==> config.mk <==
export PLATFORM = sky130hd
export DESIGN_NAME = text_encoding_sniffer_top
export DESIGN_NICKNAME = d
export VERILOG_FILES = /design/src/hdl/tes_pkg.sv /design/src/hdl/text_encoding_sniffer_top.sv
export SDC_FILE = /design/constraint.sdc
export NUM_CORES = 1
export LEC_CHECK = 0
export ABC_AREA = 1
export BUFFER_PORTS_ARGS = -buffer_cell sky130_fd_sc_hd__buf_2
export CAP_MARGIN = 20
export CORE_MARGIN = 2
export CORE_UTILIZATION = 60
export DETAILED_ROUTE_END_ITERATION = 8
export GPL_TIMING_DRIVEN = 1
export PLACE_DENSITY = 0.85
export RECOVER_POWER = 50
export SLEW_MARGIN = 10
export SYNTH_ARGS = -nofsm -noshare
export SYNTH_HDL_FRONTEND = slang
export SYNTH_SLANG_ARGS = --single-unit
==> constraint.sdc <==
create_clock -name clk -period 9.6 [get_ports clk]
set_clock_uncertainty 0.15 [all_clocks]
set_input_delay 0 -clock clk [delete_from_list [all_inputs] [get_ports clk]]
set_output_delay 0 -clock clk [all_outputs]
set_load 0.01 [all_outputs]
==> src/hdl/tes_pkg.sv <==
// Types and constants for the text encoding sniffer.
// No dependencies; imported by text_encoding_sniffer_top.
package tes_pkg;

  // One byte of the file plus framing flags
  typedef struct packed {
    logic [7:0] byte_value;
    logic       is_last;
    logic       empty_stream;
  } item_t;

  // One guess per file
  typedef struct packed {
    logic [2:0] guess_code;
    logic [1:0] confidence;
  } result_t;

  localparam logic [2:0] GUESS_NONE    = 3'd0;
  localparam logic [2:0] GUESS_UTF16LE = 3'd1;
  localparam logic [2:0] GUESS_UTF16BE = 3'd2;
  localparam logic [2:0] GUESS_UTF8    = 3'd3;
  localparam logic [2:0] GUESS_WIN1252 = 3'd4;
  localparam logic [2:0] GUESS_LATIN1  = 3'd5;

  localparam logic [1:0] CONF_UNSURE    = 2'd0;
  localparam logic [1:0] CONF_WEAK      = 2'd1;
  localparam logic [1:0] CONF_CONFIDENT = 2'd2;

  localparam logic [7:0] C1_LOW     = 8'h80;
  localparam logic [7:0] C1_HIGH    = 8'h9F;
  localparam logic [1:0] TOP2_CONT  = 2'b10;
  localparam logic [1:0] TOP2_LEAD  = 2'b11;

endpackage

==> src/hdl/text_encoding_sniffer_top.sv <==
// Text encoding sniffer: counts UTF-8 / C1 / zero-byte statistics per file
// and emits one encoding guess on the last byte. Depends on tes_pkg.
//
//  channel | direction | handshake                   | payload
//  --------+-----------+-----------------------------+------------------------
//  item    | in        | item_valid / item_ready     | tes_pkg::item_t
//  result  | out       | result_valid / result_ready | tes_pkg::result_t
//
// One byte per cycle while item_ready is high. Counters update at the accepting
// edge; a last (or empty) transaction copies the final counts into a snapshot
// register, and the decision compares run on that snapshot and land in the
// result register when the snapshot moves on. The snapshot and result registers
// form a two-entry pipe; item_ready drops only when both are full and
// result_ready is low. Synchronous reset clears counters and valid flags.
module text_encoding_sniffer_top #(
  parameter longint unsigned MAX_BYTES = 16777216
) (
  input  logic             clk,
  input  logic             rst,
  input  logic             item_valid,
  output logic             item_ready,
  input  tes_pkg::item_t   item,
  output logic             result_valid,
  input  logic             result_ready,
  output tes_pkg::result_t result
);
  import tes_pkg::*;

  localparam int CW = $clog2(MAX_BYTES + 1);
  localparam int PW = CW + 10;
  localparam logic [CW-1:0] MAX_CNT = CW'(MAX_BYTES);

  // running counts
  logic [7:0]    previous_byte, previous_byte_next;
  logic [CW-1:0] byte_position, byte_position_next;
  logic [CW-1:0] good_cnt, good_cnt_next;
  logic [CW-1:0] bad_cnt, bad_cnt_next;
  logic [CW-1:0] c1_cnt, c1_cnt_next;
  logic [CW-1:0] zero_even_cnt, zero_even_cnt_next;
  logic [CW-1:0] zero_odd_cnt, zero_odd_cnt_next;

  // snapshot of a finished file
  logic          snap_valid;
  logic          snap_empty;
  logic [CW-1:0] snap_size, snap_le, snap_be, snap_good, snap_bad;
  logic          snap_c1_seen;

  logic item_fire, snap_move, file_end;
  logic cur_cont, prev_lead, prev_ascii;
  result_t decision;

  assign snap_move  = snap_valid && (!result_valid || result_ready);
  assign item_ready = !snap_valid || snap_move;
  assign item_fire  = item_valid && item_ready;
  assign file_end   = item.is_last || item.empty_stream;

  function automatic logic [CW-1:0] bump(input logic [CW-1:0] c);
    bump = (c < MAX_CNT) ? c + CW'(1) : c;
  endfunction

  assign cur_cont   = item.byte_value[7:6] == TOP2_CONT;
  assign prev_lead  = previous_byte[7:6] == TOP2_LEAD;
  assign prev_ascii = !previous_byte[7];

  always_comb begin
    previous_byte_next = previous_byte;
    byte_position_next = byte_position;
    good_cnt_next      = good_cnt;
    bad_cnt_next       = bad_cnt;
    c1_cnt_next        = c1_cnt;
    zero_even_cnt_next = zero_even_cnt;
    zero_odd_cnt_next  = zero_odd_cnt;
    if (byte_position < MAX_CNT) begin
      if (item.byte_value >= C1_LOW && item.byte_value <= C1_HIGH) begin
        c1_cnt_next = bump(c1_cnt);
      end
      if (byte_position != '0) begin
        if (cur_cont) begin
          if (prev_lead) begin
            good_cnt_next = bump(good_cnt);
          end else if (prev_ascii) begin
            bad_cnt_next = bump(bad_cnt);
          end
        end else begin
          if (prev_lead) begin
            bad_cnt_next = bump(bad_cnt);
          end
          if (previous_byte == 8'h00) begin
            if (byte_position[0]) begin
              zero_odd_cnt_next = bump(zero_odd_cnt);
            end else begin
              zero_even_cnt_next = bump(zero_even_cnt);
            end
          end
        end
      end
      previous_byte_next = item.byte_value;
      byte_position_next = byte_position + CW'(1);
    end
  end

  always_ff @(posedge clk) begin
    if (rst) begin
      previous_byte <= '0;
      byte_position <= '0;
      good_cnt      <= '0;
      bad_cnt       <= '0;
      c1_cnt        <= '0;
      zero_even_cnt <= '0;
      zero_odd_cnt  <= '0;
    end else if (item_fire) begin
      if (file_end) begin
        previous_byte <= '0;
        byte_position <= '0;
        good_cnt      <= '0;
        bad_cnt       <= '0;
        c1_cnt        <= '0;
        zero_even_cnt <= '0;
        zero_odd_cnt  <= '0;
      end else begin
        previous_byte <= previous_byte_next;
        byte_position <= byte_position_next;
        good_cnt      <= good_cnt_next;
        bad_cnt       <= bad_cnt_next;
        c1_cnt        <= c1_cnt_next;
        zero_even_cnt <= zero_even_cnt_next;
        zero_odd_cnt  <= zero_odd_cnt_next;
      end
    end
  end

  always_ff @(posedge clk) begin
    if (rst) begin
      snap_valid <= 1'b0;
    end else if (item_fire && file_end) begin
      snap_valid <= 1'b1;
    end else if (snap_move) begin
      snap_valid <= 1'b0;
    end
  end

  always_ff @(posedge clk) begin
    if (item_fire && file_end) begin
      snap_empty   <= item.empty_stream;
      snap_size    <= byte_position_next;
      snap_le      <= zero_even_cnt_next;
      snap_be      <= zero_odd_cnt_next;
      snap_good    <= good_cnt_next;
      snap_bad     <= bad_cnt_next;
      snap_c1_seen <= c1_cnt_next != '0;
    end
  end

  // Decision: floor divisions are replaced by exact compares against products
  logic          le_wins;
  logic [CW-1:0] minor, major;
  logic [PW-1:0] minor_x1000, major_x100, bad_x10, size_w;
  logic          utf16_ok;

  always_comb begin
    le_wins     = snap_le > snap_be;
    minor       = le_wins ? snap_be : snap_le;
    major       = le_wins ? snap_le : snap_be;
    size_w      = PW'(snap_size);
    minor_x1000 = PW'(minor) * PW'(1000);
    major_x100  = (PW'(major) + PW'(1)) * PW'(100);
    bad_x10     = PW'(snap_bad) * PW'(10);
    utf16_ok    = (minor_x1000 <= size_w) && (major_x100 > size_w) && (major >= CW'(2));
    decision    = '{guess_code: GUESS_NONE, confidence: CONF_UNSURE};
    if (snap_empty) begin
      decision = '{guess_code: GUESS_NONE, confidence: CONF_UNSURE};
    end else if (utf16_ok) begin
      decision.guess_code = le_wins ? GUESS_UTF16LE : GUESS_UTF16BE;
      decision.confidence = CONF_CONFIDENT;
    end else if (PW'(snap_good) > bad_x10) begin
      decision.guess_code = GUESS_UTF8;
      decision.confidence = CONF_CONFIDENT;
    end else begin
      decision.guess_code = snap_c1_seen ? GUESS_WIN1252 : GUESS_LATIN1;
      decision.confidence = (snap_bad == '0) ? CONF_UNSURE : CONF_WEAK;
    end
  end

  always_ff @(posedge clk) begin
    if (rst) begin
      result_valid <= 1'b0;
    end else if (snap_move) begin
      result_valid <= 1'b1;
    end else if (result_ready) begin
      result_valid <= 1'b0;
    end
  end

  always_ff @(posedge clk) begin
    if (snap_move) begin
      result <= decision;
    end
  end

  // Counters never run ahead of the byte position
  a_counts_bounded: assert property (@(posedge clk) disable iff (rst)
    (good_cnt <= byte_position) && (bad_cnt <= byte_position) &&
    (c1_cnt <= byte_position) && (zero_even_cnt <= byte_position) &&
    (zero_odd_cnt <= byte_position))
    else $error("counter exceeds byte position");

  a_position_sat: assert property (@(posedge clk) disable iff (rst)
    byte_position <= MAX_CNT)
    else $error("byte position past limit");

  a_clear_on_end: assert property (@(posedge clk) disable iff (rst)
    (item_fire && file_end) |=> (byte_position == '0) && snap_valid)
    else $error("state not cleared after end of file");

  a_full_stall: assert property (@(posedge clk) disable iff (rst)
    (snap_valid && result_valid && !result_ready) |-> !item_ready)
    else $error("accepted into a full pipe");

  a_snapshot_drains: assert property (@(posedge clk) disable iff (rst)
    snap_move |=> result_valid)
    else $error("snapshot moved without producing a result");

endmodule
# Word level (Yosys, flattened, before mapping)
# Index checks and enable logic that the tools add are counted.
[word_totals]
register_bits = 292
in_bits = 14
out_inout_bits = 7
elab_cells = 111
[op_classes]
n_addsub = 7
n_mul = 3
order_cmp = 13
n_eq_ne = 2
muxes = 47
reduce_logical = 20
[op_table]
columns = ["operator", "count"]
rows = [
  ["25-bit 2-to-1 mux", 36],
  ["25-bit by 1-bit adder with 25-bit output, second input constant", 6],
  ["25-bit < comparator, second input constant", 6],
  ["25-bit nonzero test", 2],
  ["35-bit by 25-bit <= comparator with 1-bit output", 1],
  ["33-bit by 25-bit greater-than comparator with 1-bit output", 1],
  ["25-bit by 7-bit multiplier with 32-bit output, second input constant", 1],
  ["26-bit by 5-bit multiplier with 31-bit output, second input constant", 1],
  ["25-bit by 29-bit greater-than comparator with 1-bit output", 1],
  ["25-bit by 3-bit multiplier with 28-bit output, second input constant", 1],
  ["25-bit by 1-bit adder with 26-bit output, second input constant", 1],
  ["25-bit by 2-bit greater-or-equal comparator with 1-bit output, second input constant", 1],
  ["25-bit greater-than comparator", 1],
  ["25-bit logical NOT", 1],
  ["8-bit 2-to-1 mux", 2],
  ["5-bit 2-to-1 mux", 2],
  ["8-bit greater-or-equal comparator, second input constant", 1],
  ["8-bit <= comparator, second input constant", 1],
  ["8-bit logical NOT", 1],
  ["1-bit logical AND", 6],
  ["1-bit 2-to-1 mux", 6],
  ["2-bit nonzero test", 3],
  ["2-bit == test, second input constant", 2],
  ["1-bit logical OR", 3],
  ["other kinds (4)", 5],
]

# Depth between registers and ports, before layout
[logic_depth]
ltp_word = 8
depth_mapped = 53
depth_no_buf = 52

# Worst setup path after synthesis
# Ideal clock, no wire load.
[synth_timing]
path_type = "reg2reg"
start = "register snap_le[24]"
end = "register result[0] (netlist name), data pin"
arrival_time_ns = 7.274
t_required_ns = 9.190
slack_ns = 1.916
stages_incl_launch_ff = 43
n_path_buf = 3
path_cell_list = "edfxtp_1 > ha_1 > nand2_2 > nor2_1 > nand4_1 > nor2_1 > nand2_1 > nand3_4 > nand2_4 > buf_4 > clkbuf_1 > clkbuf_1 > o21ai_0 > fa_1 > inv_1 > fa_1 > fa_1 > fa_1 > [... 7 more ...] > o21ai_0 > xor2_1 > ha_1 > nand2_1 > inv_1 > nand2_1 > nor2_1 > nand2_1 > nor2_1 > a21oi_1 > nor2_1 > nand3_1 > nor2_1 > nand2_1 > inv_1 > nand2_1 > nand2_1 > nor3_2"
[synth_via]
elab_chain_len = 8
[synth_lines]
columns = ["element", "line_no", "rtl"]
rows = [
  ["start, declared", "text_encoding_sniffer_top.sv:45", "logic [CW-1:0] snap_size, snap_le, snap_be, snap_good, snap_bad;"],
  ["start signal, assigned", "text_encoding_sniffer_top.sv:146", "snap_le <= zero_even_cnt_next;"],
  ["25-bit greater-than comparator", "text_encoding_sniffer_top.sv:161", "le_wins = snap_le > snap_be;"],
  ["25-bit 2-to-1 mux", "text_encoding_sniffer_top.sv:163", "major = le_wins ? snap_le : snap_be;"],
  ["25-bit by 1-bit adder with 26-bit output", "text_encoding_sniffer_top.sv:166", "major_x100 = (PW'(major) + PW'(1)) * PW'(100);"],
  ["26-bit by 5-bit multiplier with 31-bit output", "text_encoding_sniffer_top.sv:166", ""],
  ["33-bit by 25-bit greater-than comparator with 1-bit output", "text_encoding_sniffer_top.sv:168", "utf16_ok = (minor_x1000 <= size_w) && (major_x100 > size_w) && (major >= CW'(2));"],
  ["1-bit logical AND", "text_encoding_sniffer_top.sv:168", ""],
  ["1-bit logical AND (*)", "text_encoding_sniffer_top.sv:168", ""],
  ["3-bit OR reduction (no line) (*)", "-", ""],
  ["end signal, assigned", "text_encoding_sniffer_top.sv:196", "result <= decision;"],
  ["end, declared", "text_encoding_sniffer_top.sv:25", "output tes_pkg::result_t result"],
]
# Every way passes the cells marked *; elsewhere a longest branch is shown, timed or not.
# A chain may end at the register's enable or synchronous reset.

# Worst setup path after layout
[layout_timing]
start = "register snap_le[4]"
end = "register result[4] (netlist name), data pin"
[layout_via]
elab_chain_len = 8
[layout_lines]
columns = ["element", "line_no", "rtl"]
rows = [
  ["25-bit greater-than comparator", "text_encoding_sniffer_top.sv:161", ""],
  ["25-bit 2-to-1 mux", "text_encoding_sniffer_top.sv:163", ""],
  ["25-bit by 1-bit adder with 26-bit output", "text_encoding_sniffer_top.sv:166", ""],
  ["26-bit by 5-bit multiplier with 31-bit output", "text_encoding_sniffer_top.sv:166", ""],
  ["33-bit by 25-bit greater-than comparator with 1-bit output", "text_encoding_sniffer_top.sv:168", ""],
  ["1-bit logical AND", "text_encoding_sniffer_top.sv:168", ""],
  ["1-bit logical AND (*)", "text_encoding_sniffer_top.sv:168", ""],
  ["5-bit 2-to-1 mux (*)", "text_encoding_sniffer_top.sv:172", "end else if (utf16_ok) begin"],
]
# Marked as above.

==> run summary <==
The worst-case reg-to-reg path depth came out at 44. The total track usage is 29.3%. Summed over all layers, the routed wires come to 67.6 mm. The y dimension of the die is 215 um. The sequential standard cell area came out at 7170 um2. The total setup buffers inserted after CTS came out at 0. The placement-stage worst setup slack is 0.698 ns. The worst supply voltage drop on vdd is 0.000205 V. The upper clock frequency limit is 113 MHz. The area of placed instances came out at 27,400 um2. The clock period minus final worst setup slack came out at 8.87 ns.

The run finished, with violations left. The startpoint identified for the worst hold timing path is item[0]. Counting flops and latches in the post-synthesis netlist gives 292. The routed length per placed instance is 15.8 um.

The first routing iteration left 1,787 violations. The required time of the critical path came out at 9.76 ns. The final count of hold timing violations came out at 0. The clock-pin transition on the worst setup and hold timing paths came out at 0.06 ns. Of the available clock period, the critical path in the final layout requires 92.4%. The post-synthesis area per instance came out at 7.38 um2. The checks that failed: max-capacitance violations, max-slew violations.

Clock tree synthesis selected as its root buffer the cell sky130_fd_sc_hd__clkbuf_16. Yosys attributes the largest share of cell area to sky130_fd_sc_hd__edfxtp_1 15%, sky130_fd_sc_hd__ha_1 14%, sky130_fd_sc_hd__nand2_1 13%. The TritonCTS clock tree is yes.

On the final layout, the worst hold slack is 0.143 ns. Among all stages on the critical path, the largest delay is contributed by sky130_fd_sc_hd__fa_1. The number of nets in the layout came out at 4,078. The number of clock sinks is 292. The initial utilization of the core area, before any placement, comes to 60.4%. Of all nets on the critical path, the largest fanout is 39. The final setup violation count is 0. The H-tree depth came out at 1.

The final RePlAce weighted congestion is 0.988. The total power is 6.68 mW. The pre-antenna-repair detailed-routing pass consisted of 6 iterations. The number of buffers between clock root and the deepest sink came out at 3. The count of pins on the block boundary is 21. The detail-routed via count per cell is 5.49.

Entering global routing, the biggest net connects 96 pins. The final standard cell area without fillers came out at 28,700 um2. Once routing completed, OpenROAD measured the worst setup slack at 0.734 ns. The total global routing overflow is 0. The cell count of the worst hold path is 2.

The synthesized cell area came out at 26,600 um2. The aggregate negative setup slack is 0 ns. The critical path endpoint category is a flop. Cells with a size suffix above 1 make up 4.11% of the layout. Of all cell types, the one taking the most synthesized area is sky130_fd_sc_hd__edfxtp_1. The max-slew violation count is 347. The initial antenna violation count is 0. The transition time at the pin with the least slew margin is 3.99 ns. For this run, design rule violations remaining after detail routing come to 0. STA classifies the critical path startpoint as a flop.

The via count of the first global-routing pass is 22.8k. The wire-length estimate of the detail-placed layout is 53.0 mm. The headroom to the max-slew limit came out at -166%. In this run the power density over the cells is 233 nW/um2. The type of the most critical hold path is in -> reg. The leakage power figure came out at 13.4 nW.

The critical path in this run is classified as reg -> reg. The footprint of the multi-input gates came out at 16,800 um2. The number of nets in the synthesized netlist is 4,029. The number of instances in the synthesized netlist is 3,603. The top cell type's share of synthesized area came out at 14.9%.

The most frequent cell on the critical path is sky130_fd_sc_hd__nand2_1. The critical register-to-register path endpoint is result[4]. The first global-routing pass estimated 111 mm of wire. The synthesis-to-finish area growth came out at 7.90%. Fill cells in the final layout number 3,695. The number of synthesized flops with an enable pin is 132.

The die is 215 um wide. The number of standard-cell rows in the floorplan came out at 77. Sorting the synthesized cells by how often they occur yields 944 x sky130_fd_sc_hd__nand2_1, 599 x sky130_fd_sc_hd__inv_1, 300 x sky130_fd_sc_hd__ha_1.

The detailed router placed 23.4k vias in this run. Of all flip-flops after synthesis, the portion carrying an async set or reset was 0%. The count of buffers added on input and output ports is 20. For hold timing, the worst endpoint is snap_empty.

The biggest cell delay along the critical path is 0.60 ns. The clock latency on the worst-skew pair came out at 0.57 ns. For this run, the share of the core covered by cells in the final layout is 65.2%. The tool flagged a number of max-cap violations equal to 5.

The most instantiated flip-flop cell in the synthesis netlist is sky130_fd_sc_hd__dfxtp_1. For flop-to-flop paths, the worst setup slack is 0.73 ns. For this run, the register share of the synthesized area comes to 26.9%.

The total core area is 44,000 um2. The arrival time at the worst endpoint is 9.03 ns. The startpoint identified for the worst register-to-register timing path is snap_le[4]. After detailed placement, the design holds a cell count of 4,181. The number of distinct library cell variants in the gate-level netlist after synthesis is 58. The die covers 46,000 um2. The most repeated cell in the gate-level netlist after synthesis is sky130_fd_sc_hd__nand2_1. The finished layout holds 4,268 standard cells, fillers aside.

The remaining antenna violation count after routing is 0. The number of CTS-inserted buffers is 30. The antenna cell count is 0. The Yosys step of the flow raised 0 warnings. Setup repair after global routing left no endpoint under its margin.
==> power breakdown <==
| group | total (mW) | switching (mW) | internal [mW] | leakage, nW |
|---|---|---|---|---|
| combinational | 4.10 | 2.61 | 1.49 | 10.3 |
| clock | 1.24 | 0.494 | 0.743 | 0.515 |
| sequential | 1.34 | 0.0173 | 1.32 | 2.62 |
| total | 6.68 | 3.12 | 3.56 | 13.4 |
==> layout make-up <==
cell class | instances | area share [%]
Clock buffer | 41 | 2.90
Clock inverter | 15 | 0.745
Inverter | 610 | 7.98
Multi-Input combinational cell | 2635 | 58.7
Sequential cell | 292 | 25.0
Tap cell | 592 | 2.58
Timing Repair Buffer | 83 | 2.17
==> state kept, by name, summed over array words and instances (netlist names) <==
name	count
result_valid	1
snap_c1_seen	1
snap_size	25
zero_odd_cnt	25
snap_le	25
bad_cnt	25
snap_empty	1
snap_good	25
previous_byte	8
good_cnt	25
snap_valid	1
result	5
c1_cnt	25
snap_bad	25
zero_even_cnt	25
snap_be	25
byte_position	25
==> repair_timing <==
action,in CTS,in global routing
hold buffers,30,0
endpoints found under the hold margin,125,0
setup endpoints to repair,0,3
resized for setup,0,1
==> how the worst max path moves through the flow <==
stage | start | slack, ns | endpoint
2_1_floorplan | snap_le[24] | 1.92 | result[0]
3_3_place_gp | snap_le[16] | 0.98 | result[4]
3_5_place_dp | snap_le[4] | 0.70 | result[4]
4_1_cts | snap_le[4] | 0.67 | result[4]
5_1_grt | snap_le[4] | 0.11 | result[3]
6_report | snap_le[4] | 0.73 | result[4]
==> metal layers <==
layer	up-vias	global-route usage [%]	wire length (um)
met5	-	0	0
met4	0	10.4	2350
met3	156	4.21	4370
met2	745	52.2	33100
met1	10900	36.0	27800
li1	11700	-	-
==> worst max-delay path: cells and delay by family, from the launching register on <==
family | cells | cell delay (ns)
xor+xnor | 1 | 0.16
fa+ha+maj | 7 | 3.15
simple gates | 23 | 3.04
buf+inv | 8 | 0.74
flops | 1 | 0.42
compound gates | 5 | 0.95
==> cells in the final DEF (no fill, tap or decap), types with 3 or more instances in the layout <==
master / count
sky130_fd_sc_hd__a211oi_1: 6
sky130_fd_sc_hd__a21o_1: 9
sky130_fd_sc_hd__a21oi_1: 282
sky130_fd_sc_hd__a22oi_1: 3
sky130_fd_sc_hd__a31oi_1: 6
sky130_fd_sc_hd__and2_1: 3
sky130_fd_sc_hd__buf_2: 11
sky130_fd_sc_hd__buf_4: 29
sky130_fd_sc_hd__bufinv_16: 5
sky130_fd_sc_hd__clkbuf_1: 21
sky130_fd_sc_hd__clkbuf_16: 31
sky130_fd_sc_hd__clkinv_2: 5
sky130_fd_sc_hd__clkinv_4: 3
sky130_fd_sc_hd__dfxtp_1: 160
sky130_fd_sc_hd__dlygate4sd3_1: 30
sky130_fd_sc_hd__edfxtp_1: 132
sky130_fd_sc_hd__fa_1: 112
sky130_fd_sc_hd__ha_1: 300
sky130_fd_sc_hd__inv_1: 599
sky130_fd_sc_hd__inv_2: 11
sky130_fd_sc_hd__nand2_1: 946
sky130_fd_sc_hd__nand2_2: 15
sky130_fd_sc_hd__nand3_1: 162
sky130_fd_sc_hd__nand3_2: 5
sky130_fd_sc_hd__nand3b_1: 7
sky130_fd_sc_hd__nand4_1: 63
sky130_fd_sc_hd__nor2_1: 272
sky130_fd_sc_hd__nor2_2: 8
sky130_fd_sc_hd__nor2_4: 5
sky130_fd_sc_hd__nor3_1: 70
sky130_fd_sc_hd__nor3_2: 4
sky130_fd_sc_hd__nor3b_1: 3
sky130_fd_sc_hd__nor4_1: 32
sky130_fd_sc_hd__o21ai_0: 70
sky130_fd_sc_hd__o21ai_1: 4
sky130_fd_sc_hd__o21ai_2: 3
sky130_fd_sc_hd__o21bai_1: 16
sky130_fd_sc_hd__or2_2: 5
sky130_fd_sc_hd__xnor2_1: 65
sky130_fd_sc_hd__xor2_1: 137
==> logic make-up (layout without fill, tap and decap cells) <==
kind of cell    Yosys count  count (layout)  share of synthesized area, %
flops                   292             292                          26.9
buf+inv                 676             749                          9.70
compound gates          412             412                          8.30
fa+ha+maj               412             412                          22.5
simple gates           1608            1608                          25.8
xor+xnor                203             203                          6.71
No activity file was read; power rests on OpenSTA's default activity.
